`config.mk`:
```
export PLATFORM = sky130hd
export DESIGN_NAME = binary_matrix_from_margins_core
export DESIGN_NICKNAME = d
export VERILOG_FILES = /design/src/rtl/bmfm_pkg.sv /design/src/rtl/bmfm_ram.sv /design/src/rtl/bmfm_scan.sv /design/src/rtl/binary_matrix_from_margins_core.sv
export SDC_FILE = /design/constraint.sdc
export NUM_CORES = 2
export LEC_CHECK = 0
export BUFFER_PORTS_ARGS = -buffer_cell sky130_fd_sc_hd__buf_2
export CORE_AREA = 4 4 352 354
export DETAILED_ROUTE_END_ITERATION = 6
export DIE_AREA = 0 0 356 358
export GPL_TIMING_DRIVEN = 0
export PLACE_DENSITY = 0.76
export SETUP_SLACK_MARGIN = 0.05
export SLEW_MARGIN = 0
export SYNTH_ARGS = -nofsm -noshare
export SYNTH_HDL_FRONTEND = slang
export SYNTH_HIERARCHICAL = 1
export SYNTH_SLANG_ARGS = --single-unit
```
`constraint.sdc`:
```
create_clock -name clk -period 5.05 [get_ports clk]
set_input_delay 0.2525 -clock clk [delete_from_list [all_inputs] [get_ports clk]]
set_output_delay 0.2525 -clock clk [all_outputs]
set_load 0.02 [all_outputs]
```
`src/rtl/bmfm_pkg.sv`:
```
// Shared types and constants for the binary matrix from margins block.
`default_nettype none

package bmfm_pkg;

  // Field widths fixed by the item format
  localparam int MODE_W    = 2;
  localparam int POS_W     = 5;
  localparam int AMT_W     = 6;
  localparam int ROW_IDX_W = 5;
  localparam int MASK_W    = 32;
  localparam int CFG_W     = 6;
  localparam int CFG_IDX_W = 1;

  // Register indexes on the configuration port
  localparam logic [CFG_IDX_W-1:0] REG_ROW_COUNT    = 1'b0;
  localparam logic [CFG_IDX_W-1:0] REG_COLUMN_COUNT = 1'b1;

  // Count registers after reset
  localparam logic [CFG_W-1:0] ROW_COUNT_RESET    = 6'd32;
  localparam logic [CFG_W-1:0] COLUMN_COUNT_RESET = 6'd32;

  // Item operation codes
  typedef enum logic [MODE_W-1:0] {
    MODE_ROW   = 2'd0,
    MODE_COL   = 2'd1,
    MODE_SOLVE = 2'd2,
    MODE_NONE  = 2'd3
  } mode_t;

  // Control from the sequencer to the max-select unit
  typedef struct packed {
    logic clear;
    logic sample;
    logic excluded;
  } scan_ctrl_t;

endpackage

`default_nettype wire

```
`src/rtl/bmfm_ram.sv`:
```
// Generic single-write, single-read RAM with registered read data.
`default_nettype none

module bmfm_ram #(
  parameter int WIDTH = 6,
  parameter int DEPTH = 32,
  localparam int AW = (DEPTH > 1) ? $clog2(DEPTH) : 1
) (
  input  wire logic             clk,
  input  wire logic             we,
  input  wire logic [AW-1:0]    waddr,
  input  wire logic [WIDTH-1:0] wdata,
  input  wire logic [AW-1:0]    raddr,
  output logic      [WIDTH-1:0] rdata
);

  logic [WIDTH-1:0] mem [DEPTH];

  // Write port and registered read port
  always_ff @(posedge clk) begin
    if (we) begin
      mem[waddr] <= wdata;
    end
    rdata <= mem[raddr];
  end

endmodule

`default_nettype wire

```
`src/rtl/bmfm_scan.sv`:
```
// Shared max-select unit: tracks the largest eligible remaining column demand.
`default_nettype none

module bmfm_scan #(
  parameter int COL_AW = 5
) (
  input  wire logic                          clk,
  input  wire logic                          rst,
  input  wire bmfm_pkg::scan_ctrl_t          ctrl,
  input  wire logic [COL_AW-1:0]             idx,
  input  wire logic [bmfm_pkg::AMT_W-1:0]    data,
  output logic                               found,
  output logic      [COL_AW-1:0]             best,
  output logic      [bmfm_pkg::AMT_W-1:0]    best_val
);

  import bmfm_pkg::*;

  logic take;

  // Strictly greater wins, so ties stay at the lowest column
  assign take = ctrl.sample && !ctrl.excluded && (data != '0) &&
                (!found || (data > best_val));

  always_ff @(posedge clk) begin
    if (rst) begin
      found <= 1'b0;
    end else if (ctrl.clear) begin
      found <= 1'b0;
    end else if (take) begin
      found <= 1'b1;
    end
  end

  // Hold the current leader
  always_ff @(posedge clk) begin
    if (take && !ctrl.clear) begin
      best     <= idx;
      best_val <= data;
    end
  end

endmodule

`default_nettype wire

```
`src/rtl/binary_matrix_from_margins_core.sv`:
```
// Top level: demand loading, sum check, greedy row fill and mask emission.
// Load items (row or column demand) write the demand stores; unused mode items are ignored.
// Solve: a sum check over max(R,C) entries, then per row a demand read and load, one
// scan per one placed (one column read per cycle via the compare unit), then a mask write.
// Results: mask read, load, hold until taken; a failed solve emits one result right away.
// The block takes no new item until every result of a solve is delivered.
// Synchronous active-high reset: idle, counts at 32; demand stores undefined until loaded.
`default_nettype none

module binary_matrix_from_margins_core #(
  parameter int MAX_ROWS = 32,
  parameter int MAX_COLS = 32
) (
  input  wire logic                              clk,
  input  wire logic                              rst,
  // Configuration write channel
  input  wire logic                              cfg_valid,
  output logic                                   cfg_ready,
  input  wire logic [bmfm_pkg::CFG_IDX_W-1:0]    cfg_index,
  input  wire logic [bmfm_pkg::CFG_W-1:0]        cfg_data,
  // Input items
  input  wire logic                              in_valid,
  output logic                                   in_stall,
  input  wire logic [bmfm_pkg::MODE_W-1:0]       mode,
  input  wire logic [bmfm_pkg::POS_W-1:0]        position,
  input  wire logic [bmfm_pkg::AMT_W-1:0]        amount,
  // Result items
  output logic                                   out_valid,
  input  wire logic                              out_stall,
  output logic      [bmfm_pkg::ROW_IDX_W-1:0]    row_index,
  output logic      [bmfm_pkg::MASK_W-1:0]       column_mask,
  output logic                                   possible,
  output logic                                   last
);

  import bmfm_pkg::*;

  localparam int ROW_AW = (MAX_ROWS > 1) ? $clog2(MAX_ROWS) : 1;
  localparam int COL_AW = (MAX_COLS > 1) ? $clog2(MAX_COLS) : 1;
  localparam int MAX_RC = (MAX_ROWS > MAX_COLS) ? MAX_ROWS : MAX_COLS;
  localparam int CNT_W  = $clog2(MAX_RC + 1);
  localparam int DIFF_W = $clog2(MAX_RC * ((1 << AMT_W) - 1) + 1) + 1;

  typedef enum logic [11:0] {
    S_IDLE      = 12'b0000_0000_0001,
    S_SUM       = 12'b0000_0000_0010,
    S_SUM_END   = 12'b0000_0000_0100,
    S_ROW_RD    = 12'b0000_0000_1000,
    S_ROW_LD    = 12'b0000_0001_0000,
    S_SCAN      = 12'b0000_0010_0000,
    S_SCAN_END  = 12'b0000_0100_0000,
    S_PICK      = 12'b0000_1000_0000,
    S_ROW_WR    = 12'b0001_0000_0000,
    S_EMIT_RD   = 12'b0010_0000_0000,
    S_EMIT_LD   = 12'b0100_0000_0000,
    S_EMIT_WAIT = 12'b1000_0000_0000
  } state_t;

  state_t state, state_next;

  logic [CFG_W-1:0]  row_count, column_count;
  logic [CNT_W-1:0]  row_lim, col_lim, row_last, col_last, sum_last;

  logic [CNT_W-1:0]  i, k, j;
  logic [AMT_W-1:0]  need, pick;
  logic [MAX_COLS-1:0] mask, pick_bit;
  logic signed [DIFF_W-1:0] diff, diff_next;

  // Sum pass pipeline tags
  logic              s_vld, s_rv, s_cv;
  logic [CNT_W-1:0]  s_k;
  // Scan pipeline tags
  logic              sc_vld;
  logic [COL_AW-1:0] sc_idx;

  logic              in_acc, fail;
  mode_t             mode_in;

  // Memory ports
  logic              row_we, col_we, rem_we, msk_we;
  logic [ROW_AW-1:0] row_waddr, row_raddr, msk_addr;
  logic [COL_AW-1:0] col_waddr, rem_waddr;
  logic [AMT_W-1:0]  rem_wdata;
  logic [AMT_W-1:0]  row_rdata, col_rdata, rem_rdata;
  logic [MAX_COLS-1:0] msk_rdata;

  // Compare unit
  scan_ctrl_t        scan_ctrl;
  logic              scan_found;
  logic [COL_AW-1:0] scan_best;
  logic [AMT_W-1:0]  scan_best_val;

  assign cfg_ready = 1'b1;
  assign in_stall  = (state != S_IDLE);
  assign in_acc    = in_valid && !in_stall;
  assign mode_in   = mode_t'(mode);

  // Clamp the counts into 1..MAX
  assign row_lim = (row_count == '0) ? CNT_W'(1) :
                   ((32'(row_count) > 32'(MAX_ROWS)) ? CNT_W'(MAX_ROWS) : CNT_W'(row_count));
  assign col_lim = (column_count == '0) ? CNT_W'(1) :
                   ((32'(column_count) > 32'(MAX_COLS)) ? CNT_W'(MAX_COLS)
                                                         : CNT_W'(column_count));
  assign row_last = row_lim - CNT_W'(1);
  assign col_last = col_lim - CNT_W'(1);
  assign sum_last = ((row_lim > col_lim) ? row_lim : col_lim) - CNT_W'(1);

  // Running row-minus-column sum difference
  assign diff_next = diff + (s_rv ? DIFF_W'(row_rdata) : DIFF_W'(0))
                          - (s_cv ? DIFF_W'(col_rdata) : DIFF_W'(0));

  assign pick_bit = MAX_COLS'(1) << scan_best;

  assign fail = ((state == S_SUM_END) && (diff_next != '0)) ||
                ((state == S_PICK) && !scan_found);

  // Load writes from input items
  always_comb begin
    row_we    = 1'b0;
    col_we    = 1'b0;
    row_waddr = ROW_AW'(position);
    col_waddr = COL_AW'(position);
    if (in_acc) begin
      unique case (mode_in)
        MODE_ROW:   row_we = (32'(position) < 32'(MAX_ROWS));
        MODE_COL:   col_we = (32'(position) < 32'(MAX_COLS));
        MODE_SOLVE: row_we = 1'b0;
        MODE_NONE:  col_we = 1'b0;
      endcase
    end
  end

  // Read addresses and working-copy writes
  always_comb begin
    row_raddr = (state == S_SUM) ? k[ROW_AW-1:0] : i[ROW_AW-1:0];
    msk_addr  = i[ROW_AW-1:0];
    msk_we    = (state == S_ROW_WR);
    if (state == S_PICK) begin
      rem_we    = scan_found;
      rem_waddr = scan_best;
      rem_wdata = scan_best_val - AMT_W'(1);
    end else begin
      rem_we    = s_vld && s_cv;
      rem_waddr = s_k[COL_AW-1:0];
      rem_wdata = col_rdata;
    end
  end

  always_comb begin
    scan_ctrl.clear    = (state == S_ROW_LD) || (state == S_PICK);
    scan_ctrl.sample   = sc_vld;
    scan_ctrl.excluded = mask[sc_idx];
  end

  // Sequencer
  always_comb begin
    state_next = state;
    unique case (state)
      S_IDLE:      if (in_acc && (mode_in == MODE_SOLVE)) state_next = S_SUM;
      S_SUM:       if (k == sum_last) state_next = S_SUM_END;
      S_SUM_END:   state_next = fail ? S_EMIT_WAIT : S_ROW_RD;
      S_ROW_RD:    state_next = S_ROW_LD;
      S_ROW_LD:    state_next = (row_rdata == '0) ? S_ROW_WR : S_SCAN;
      S_SCAN:      if (j == col_last) state_next = S_SCAN_END;
      S_SCAN_END:  state_next = S_PICK;
      S_PICK: begin
        if (!scan_found) begin
          state_next = S_EMIT_WAIT;
        end else if (pick == (need - AMT_W'(1))) begin
          state_next = S_ROW_WR;
        end else begin
          state_next = S_SCAN;
        end
      end
      S_ROW_WR:    state_next = (i == row_last) ? S_EMIT_RD : S_ROW_RD;
      S_EMIT_RD:   state_next = S_EMIT_LD;
      S_EMIT_LD:   state_next = S_EMIT_WAIT;
      S_EMIT_WAIT: if (!out_stall) state_next = last ? S_IDLE : S_EMIT_RD;
      default:     state_next = S_IDLE;
    endcase
  end

  // Control registers
  always_ff @(posedge clk) begin
    if (rst) begin
      state        <= S_IDLE;
      out_valid    <= 1'b0;
      row_count    <= ROW_COUNT_RESET;
      column_count <= COLUMN_COUNT_RESET;
      s_vld        <= 1'b0;
      sc_vld       <= 1'b0;
    end else begin
      state  <= state_next;
      s_vld  <= (state == S_SUM);
      sc_vld <= (state == S_SCAN);
      if (cfg_valid && cfg_ready) begin
        unique case (cfg_index)
          REG_ROW_COUNT:    row_count    <= cfg_data;
          REG_COLUMN_COUNT: column_count <= cfg_data;
        endcase
      end
      if (fail || (state == S_EMIT_LD)) begin
        out_valid <= 1'b1;
      end else if ((state == S_EMIT_WAIT) && !out_stall) begin
        out_valid <= 1'b0;
      end
    end
  end

  // Counters, working mask and pipeline tags
  always_ff @(posedge clk) begin
    s_k    <= k;
    s_rv   <= (k < row_lim);
    s_cv   <= (k < col_lim);
    sc_idx <= j[COL_AW-1:0];
    if (state == S_IDLE) begin
      diff <= '0;
    end else if (s_vld) begin
      diff <= diff_next;
    end
    unique case (state)
      S_IDLE:     k <= '0;
      S_SUM:      k <= k + CNT_W'(1);
      S_SUM_END:  i <= '0;
      S_ROW_LD: begin
        need <= row_rdata;
        pick <= '0;
        mask <= '0;
        j    <= '0;
      end
      S_SCAN:     j <= j + CNT_W'(1);
      S_PICK: begin
        mask <= mask | pick_bit;
        pick <= pick + AMT_W'(1);
        j    <= '0;
      end
      S_ROW_WR:   i <= (i == row_last) ? '0 : (i + CNT_W'(1));
      S_EMIT_WAIT: if (!out_stall && !last) i <= i + CNT_W'(1);
      default:    ;
    endcase
  end

  // Result payload
  always_ff @(posedge clk) begin
    if (fail) begin
      row_index   <= '0;
      column_mask <= '0;
      possible    <= 1'b0;
      last        <= 1'b1;
    end else if (state == S_EMIT_LD) begin
      row_index   <= ROW_IDX_W'(i);
      column_mask <= MASK_W'(msk_rdata);
      possible    <= 1'b1;
      last        <= (i == row_last);
    end
  end

  bmfm_ram #(.WIDTH(AMT_W), .DEPTH(MAX_ROWS)) u_row_dem (
    .clk   (clk),
    .we    (row_we),
    .waddr (row_waddr),
    .wdata (amount),
    .raddr (row_raddr),
    .rdata (row_rdata)
  );

  bmfm_ram #(.WIDTH(AMT_W), .DEPTH(MAX_COLS)) u_col_dem (
    .clk   (clk),
    .we    (col_we),
    .waddr (col_waddr),
    .wdata (amount),
    .raddr (k[COL_AW-1:0]),
    .rdata (col_rdata)
  );

  bmfm_ram #(.WIDTH(AMT_W), .DEPTH(MAX_COLS)) u_remain (
    .clk   (clk),
    .we    (rem_we),
    .waddr (rem_waddr),
    .wdata (rem_wdata),
    .raddr (j[COL_AW-1:0]),
    .rdata (rem_rdata)
  );

  bmfm_ram #(.WIDTH(MAX_COLS), .DEPTH(MAX_ROWS)) u_masks (
    .clk   (clk),
    .we    (msk_we),
    .waddr (msk_addr),
    .wdata (mask),
    .raddr (msk_addr),
    .rdata (msk_rdata)
  );

  bmfm_scan #(.COL_AW(COL_AW)) u_scan (
    .clk      (clk),
    .rst      (rst),
    .ctrl     (scan_ctrl),
    .idx      (sc_idx),
    .data     (rem_rdata),
    .found    (scan_found),
    .best     (scan_best),
    .best_val (scan_best_val)
  );

  // No new item while a result is pending
  a_busy_while_out: assert property (@(posedge clk) disable iff (rst)
    out_valid |-> in_stall)
    else $error("item accepted while a result is pending");

  // An impossible result is the lone, zeroed, final one
  a_fail_shape: assert property (@(posedge clk) disable iff (rst)
    (out_valid && !possible) |-> (last && (column_mask == '0) && (row_index == '0)))
    else $error("malformed impossible result");

  // A solve item starts the sequencer
  a_solve_starts: assert property (@(posedge clk) disable iff (rst)
    (in_valid && !in_stall && (mode_in == MODE_SOLVE)) |=> in_stall)
    else $error("solve item did not start a run");

  // A chosen column is new to this row and still has demand
  a_pick_valid: assert property (@(posedge clk) disable iff (rst)
    ((state == S_PICK) && scan_found) |-> ((scan_best_val != '0) && !mask[scan_best]))
    else $error("greedy pick chose a used or empty column");

  a_state_onehot: assert property (@(posedge clk) disable iff (rst)
    $onehot(state))
    else $error("sequencer state lost its one-hot code");

endmodule

`default_nettype wire
```
== Word level (Yosys, flattened, before mapping) ==
Memory sizes are Yosys's and may differ from the RTL's. A register that Yosys moved wholly into a read port is not among the register bits.
Cells that the tools add are included.
Cells by class
  add/subtract/negate cells: 11
  magnitude comparators: 7
  equality and inequality tests: 24
  shifts and indexed selects: 1
  mux-type cells: 45
  bitwise logic cells: 2
  reduce and logical (&&, ||, !) cells: 38
Operator list (count)
  one-hot mux 12 bit (12 select lines): 1
  two-way mux 12 bit: 6
  one-hot mux 32 bit (2 select lines): 1
  two-way mux 6 bit: 10
  one-hot mux 6 bit (2 select lines): 3
  bitwise OR 32 bit: 1
  left shift 1 x 5 -> 32 bit (first input constant): 1
  subtractor 6 x 1 -> 6 bit (second input constant): 5
  adder 6 x 1 -> 6 bit (second input constant): 4
  == test 6 bit: 4
  two-way mux 10 bit: 2
  zero test 6 bit: 3
  two-way mux 9 bit: 2
  one-hot mux 6 bit (3 select lines): 1
  two-way mux 1 bit: 16
  adder 12 x 6 -> 12 bit: 1
  == test 12 x 1 -> 1 bit (second input constant): 1
  == test 12 x 10 -> 1 bit (second input constant): 1
  == test 12 x 11 -> 1 bit (second input constant): 1
  == test 12 bit (second input constant): 1
  == test 12 x 2 -> 1 bit (second input constant): 1
  == test 12 x 3 -> 1 bit (second input constant): 1
  == test 12 x 4 -> 1 bit (second input constant): 1
  == test 12 x 5 -> 1 bit (second input constant): 1
  28 further kinds: 59
Word-level totals
  bits in registers: 164
  memory bits (writable): 1600
  input port bits: 25
  output and inout bits: 42
  memories kept: 4
Memories
  u_masks.mem: depth 32, bits a word 32, rd ports 1, clocked after Yosys merged registers in 1, write ports 1, line bmfm_ram.sv:17  | logic [WIDTH-1:0] mem [DEPTH];
  u_col_dem.mem: depth 32, bits a word 6, rd ports 1, clocked after Yosys merged registers in 1, write ports 1, line bmfm_ram.sv:17
  u_remain.mem: depth 32, bits a word 6, rd ports 1, clocked after Yosys merged registers in 1, write ports 1, line bmfm_ram.sv:17
  u_row_dem.mem: depth 32, bits a word 6, rd ports 1, clocked after Yosys merged registers in 1, write ports 1, line bmfm_ram.sv:17

== Longest topological paths before layout ==
  word-level depth: 9
  depth in mapped cells: 16
  gate-level depth less buffers: 15

== Modules after synthesis ==
Netlist, hierarchy kept.
By module, submodules not included
  bmfm_ram (u_masks): instances 1, cells an instance 2260, area each 40485.1 µm², sequential area each 31390.1 µm²
  bmfm_ram (u_col_dem ...): instances 3, cells an instance 323, area each 7589.8 µm², sequential area each 5885.6 µm²
  binary_matrix_from_margins_core: instances 1, cells an instance 849, area each 8241.7 µm², sequential area each 3663.5 µm²
  bmfm_scan: instances 1, cells an instance 37, area each 559.3 µm², sequential area each 350.3 µm²

== Worst setup path before layout ==
Ideal clock, no wire load.
  kind: register to register
  start: register state[3]
  end: memory u_masks/mem[12][0] in the netlist's numbering (enable)
  setup time: 0.421 ns
  arrival: 3.437 ns
  required time: 4.629 ns
  slack: 1.192 ns
  cell stages (with the launch flop): 8
  path buffers: 1
  period minus slack after synthesis: 3.858 ns
  cells stage by stage: dfxtp_1 nor4_1 nand2_1 or3_1 and4bb_2 or3b_2 clkbuf_1 nor2_1
On the way
  word-level cells in the longest chain between the ends: 3
RTL lines
  start: declaration: line binary_matrix_from_margins_core.sv:59  | state_t state, state_next;
  start signal: assignment: line binary_matrix_from_margins_core.sv:193  | state <= state_next;
  == test 12 x 9 -> 1 bit: line binary_matrix_from_margins_core.sv:137  | msk_we = (state == S_ROW_WR);
  via msk_we: line binary_matrix_from_margins_core.sv:80  | logic row_we, col_we, rem_we, msk_we;
  two-way mux 1 bit: line bmfm_ram.sv:21  | if (we) begin
  two-way mux 1 bit (implied by the code): line bmfm_ram.sv:22  | mem[waddr] <= wdata;
  end: declaration: line bmfm_ram.sv:17
The timed path passes the listed nets, and every way through them passes these cells.

== Worst setup path after layout ==
  start: register s_rv
  end: register column_mask[10] in the netlist's numbering
On the way
  word-level cells in the longest chain between the ends: 6
RTL lines
  start: declaration: line binary_matrix_from_margins_core.sv:70  | logic s_vld, s_rv, s_cv;
  start signal: assignment: line binary_matrix_from_margins_core.sv:213  | s_rv <= (k < row_lim);
  two-way mux 6 bit: line binary_matrix_from_margins_core.sv:109  | assign diff_next = diff + (s_rv ? DIFF_W'(row_rdata) : DIFF_W'(0))
  adder 12 x 6 -> 12 bit: line binary_matrix_from_margins_core.sv:109
  subtractor 12 x 6 -> 12 bit: line binary_matrix_from_margins_core.sv:110  | - (s_cv ? DIFF_W'(col_rdata) : DIFF_W'(0));
  nonzero test 12 bit: line binary_matrix_from_margins_core.sv:114  | assign fail = ((state == S_SUM_END) && (diff_next != '0)) ||
  logical AND 1 bit: line binary_matrix_from_margins_core.sv:114
  logical OR 1 bit: line binary_matrix_from_margins_core.sv:114
  end signal: assignment: line binary_matrix_from_margins_core.sv:252  | column_mask <= MASK_W'(msk_rdata);
  end: declaration: line binary_matrix_from_margins_core.sv:31  | output logic [bmfm_pkg::MASK_W-1:0] column_mask,
Every way passes these cells.
A chain may end at the register's enable or synchronous reset.

==> out/metrics.cfg <==
[status]
status = finished, final reports clean

[yosys]
synth_cells = 4115
ys_warn_count = 6
syn_nets = 4189
synthArstFlopShare_pct = 0
syn_avg_cell_area_sq_um = 17.5
yosys.area.top_type = edfxtp_1
yosys.area.top_type_share_pct = 69.7
synthTopCellsByArea = edfxtp_1 70%, mux2i_1 7.9%, mux4_2 5.9%
synth-seq-cells = 1814
synth_cell_types = 70
synth_edf_count = 1673
yosysSeqAreaShare_pct = 73.6
synth_ff_type = edfxtp_1
synth.cell_area_sq_um = 72100

[pwr]
ir_drop_mv = 0.425
power_mw = 33.9
powerDensity_nw_per_um2 = 415
p_leak_nw = 30.3

[critical_path]
rrSetupSlack_ns = 0.68
crit_fanout = 10
worstRegToRegCells = 14
cp-start-kind = register
crit_type = reg2reg
crit-reg2reg-launch = s_rv
r2r_end = column_mask[10]
endpoint_kind = register
cp.required_ns = 5.69
worst-endpoint-arrival_ns = 5.01

[placement]
io_buffers = 63
hpwl_mm = 107
dp.cells = 5843
gp_congestion = 0.854
place_ws_ns = 0.447
post_dp_cell_area_sq_um = 75600

[cells_and_area]
multiInputGateArea_sq_um = 17900
regArea_sq_um = 53100
drive_gt1_share_pct = 16.2
fin_area_sq_um = 81600
stdcell_count = 6191
nets = 4496
syn_to_final_growth_pct = 13.3
final_common_cell = edfxtp_1
n_fill_cell = 7749
final_cell_mix = 1,673 x edfxtp_1, 570 x mux2i_1, 245 x nor2_1
utilization_pct = 67.4

[global_route]
grt_max_degree = 65
overflow = 0
grt_pass1_vias = 38883
track_usage_pct = 26.7
antenna_found_initial = 5
grt_first_pass_wirelength_mm = 250

[timing]
finalSetupViolations = 0
timing.fmax_mhz = 229
whs_ns = 0.237
finalHoldViolations = 0
finClkSkew_ns = 0.0284
drv_slew = 0
setup_slack_ns = 0.675
period_share_pct = 86.6
slew_headroom_pct = 2.27
worst_slew_pin_slew_ns = 1.47
setup_tns_ns = 0
finalCriticalPeriod_ns = 4.37
rsz0062_at_grt = false

[clocking]
clock-root-buffer = clkbuf_16
tritoncts = done
cts_buffers = 174
cts.sinks = 1814
cts.reportedPaths.clkPinSlew_ns = 0.07
cts_max_level = 4
cts.path.max_buffers = 3
clock_latency_ns = 0.80
post-cts-setup-buffers = 0

[min_path]
min_to = u_row_dem/mem[30][4]
min_from = position[3]
hp-class = in2reg
worstHoldPathCells = 3

[route]
drt_wl_total_mm = 169
drc_errors = 0
wl_per_cell_um = 27.3
ant_nets = 0
dr_total_vias = 38915
viasPerCell = 6.29
drt_pre_antenna_iters = 5
dr.first_iter.drc_count = 4651

[floorplanning]
dieWidth_um = 356
dieHeight_um = 358
start_util_pct = 59.5
core_area_sq_um = 121000
ios = 67
die-area_sq_um = 127000
num_rows = 128

[job]
max_cap_viol_count = 0

## where the power goes
part / internal, mW / switching, mW
Combinational: 1.78 / 2.56
Clock: 7.15 / 5.42
Sequential: 16.7 / 0.262
## metal layers
layer  global-route usage (%)  wire [um]  share of wire, %  vias up
met2                     43.5      82100                48     2009
li1                         -          -                 -    16823
met3                     4.69      15300               9.0      362
met4                     10.9       7070               4.2        0
met1                     36.1      64800                38    19721
met5                        0          0                 0        -
## state kept, by name (all words and copies together), names as in the netlist, 12 cells and up
name           count
u_col_dem/mem    192
u_remain/mem     192
column_mask       32
diff              12
u_row_dem/mem    192
state             12
u_masks/rdata     32
mask              32
u_masks/mem     1024
## cells in the mapped netlist (21+ instances only)
| library cell | number |
|---|---|
| a21oi_1 | 147 |
| a22o_1 | 64 |
| a22oi_1 | 96 |
| a31oi_1 | 41 |
| buf_2 | 34 |
| buf_4 | 34 |
| buf_6 | 24 |
| clkbuf_1 | 97 |
| dfxtp_1 | 141 |
| edfxtp_1 | 1673 |
| ha_1 | 43 |
| inv_1 | 56 |
| mux2_2 | 31 |
| mux2i_1 | 570 |
| mux4_2 | 190 |
| nand2_1 | 160 |
| nand3_1 | 127 |
| nand3b_1 | 28 |
| nor2_1 | 277 |
| nor3_1 | 47 |
| o21ai_0 | 21 |
| xnor2_1 | 34 |
| xor2_1 | 22 |
## worst max path at each step
stage                    endpoint      from  depth (start not counted)
3_3_place_gp   u_masks/mem[8][24]  state[3]                          7
4_1_cts           column_mask[29]      s_rv                         14
3_5_place_dp      column_mask[27]      s_rv                         14
6_report          column_mask[10]      s_rv                         14
5_1_grt           column_mask[10]      s_rv                         14
2_1_floorplan  u_masks/mem[12][0]  state[3]                          7
## what timing repair did
| item | 4_1_cts | 5_1_grt |
|---|---|---|
| setup endpoints to repair | 0 | 6 |
| hold buffers | 15 | 0 |
| resized for setup | 0 | 3 |
| hold endpoints to repair | 25 | 0 |
## kinds of logic after synthesis
| family | share of synthesized area, % |
|---|---|
| other cells | 0.00520 |
| xor+xnor | 0.712 |
| buf+inv | 1.86 |
| mux | 14.3 |
| fa+ha+maj | 0.913 |
| compound gates | 3.80 |
| simple gates | 4.74 |
| flops | 73.6 |
## layout make-up
cell class,count,share of cell area (%)
antenna,2,0.00613
buffer,205,1.38
clock buffer,243,6.02
clock inverter,75,0.780
inverter,56,0.258
multi-input combinational,2040,22.0
sequential,1814,65.0
tap,1625,2.49
timing repair buffer,131,2.06
## critical path: stages (launching register included)
cell      delay (ns)
dfxtp_1         0.48
nand2_1         0.11
fa_1            0.55
inv_1           0.06
ha_1            0.28
a21oi_1         0.23
nor2_1          0.10
a311oi_2        0.36
o21ai_1         0.12
a21oi_1         0.25
xnor3_1         0.23
nor4_4          0.07
o22ai_2         0.59
clkbuf_1        0.65
nor2_1          0.12
(Power assumes the default switching activity.)
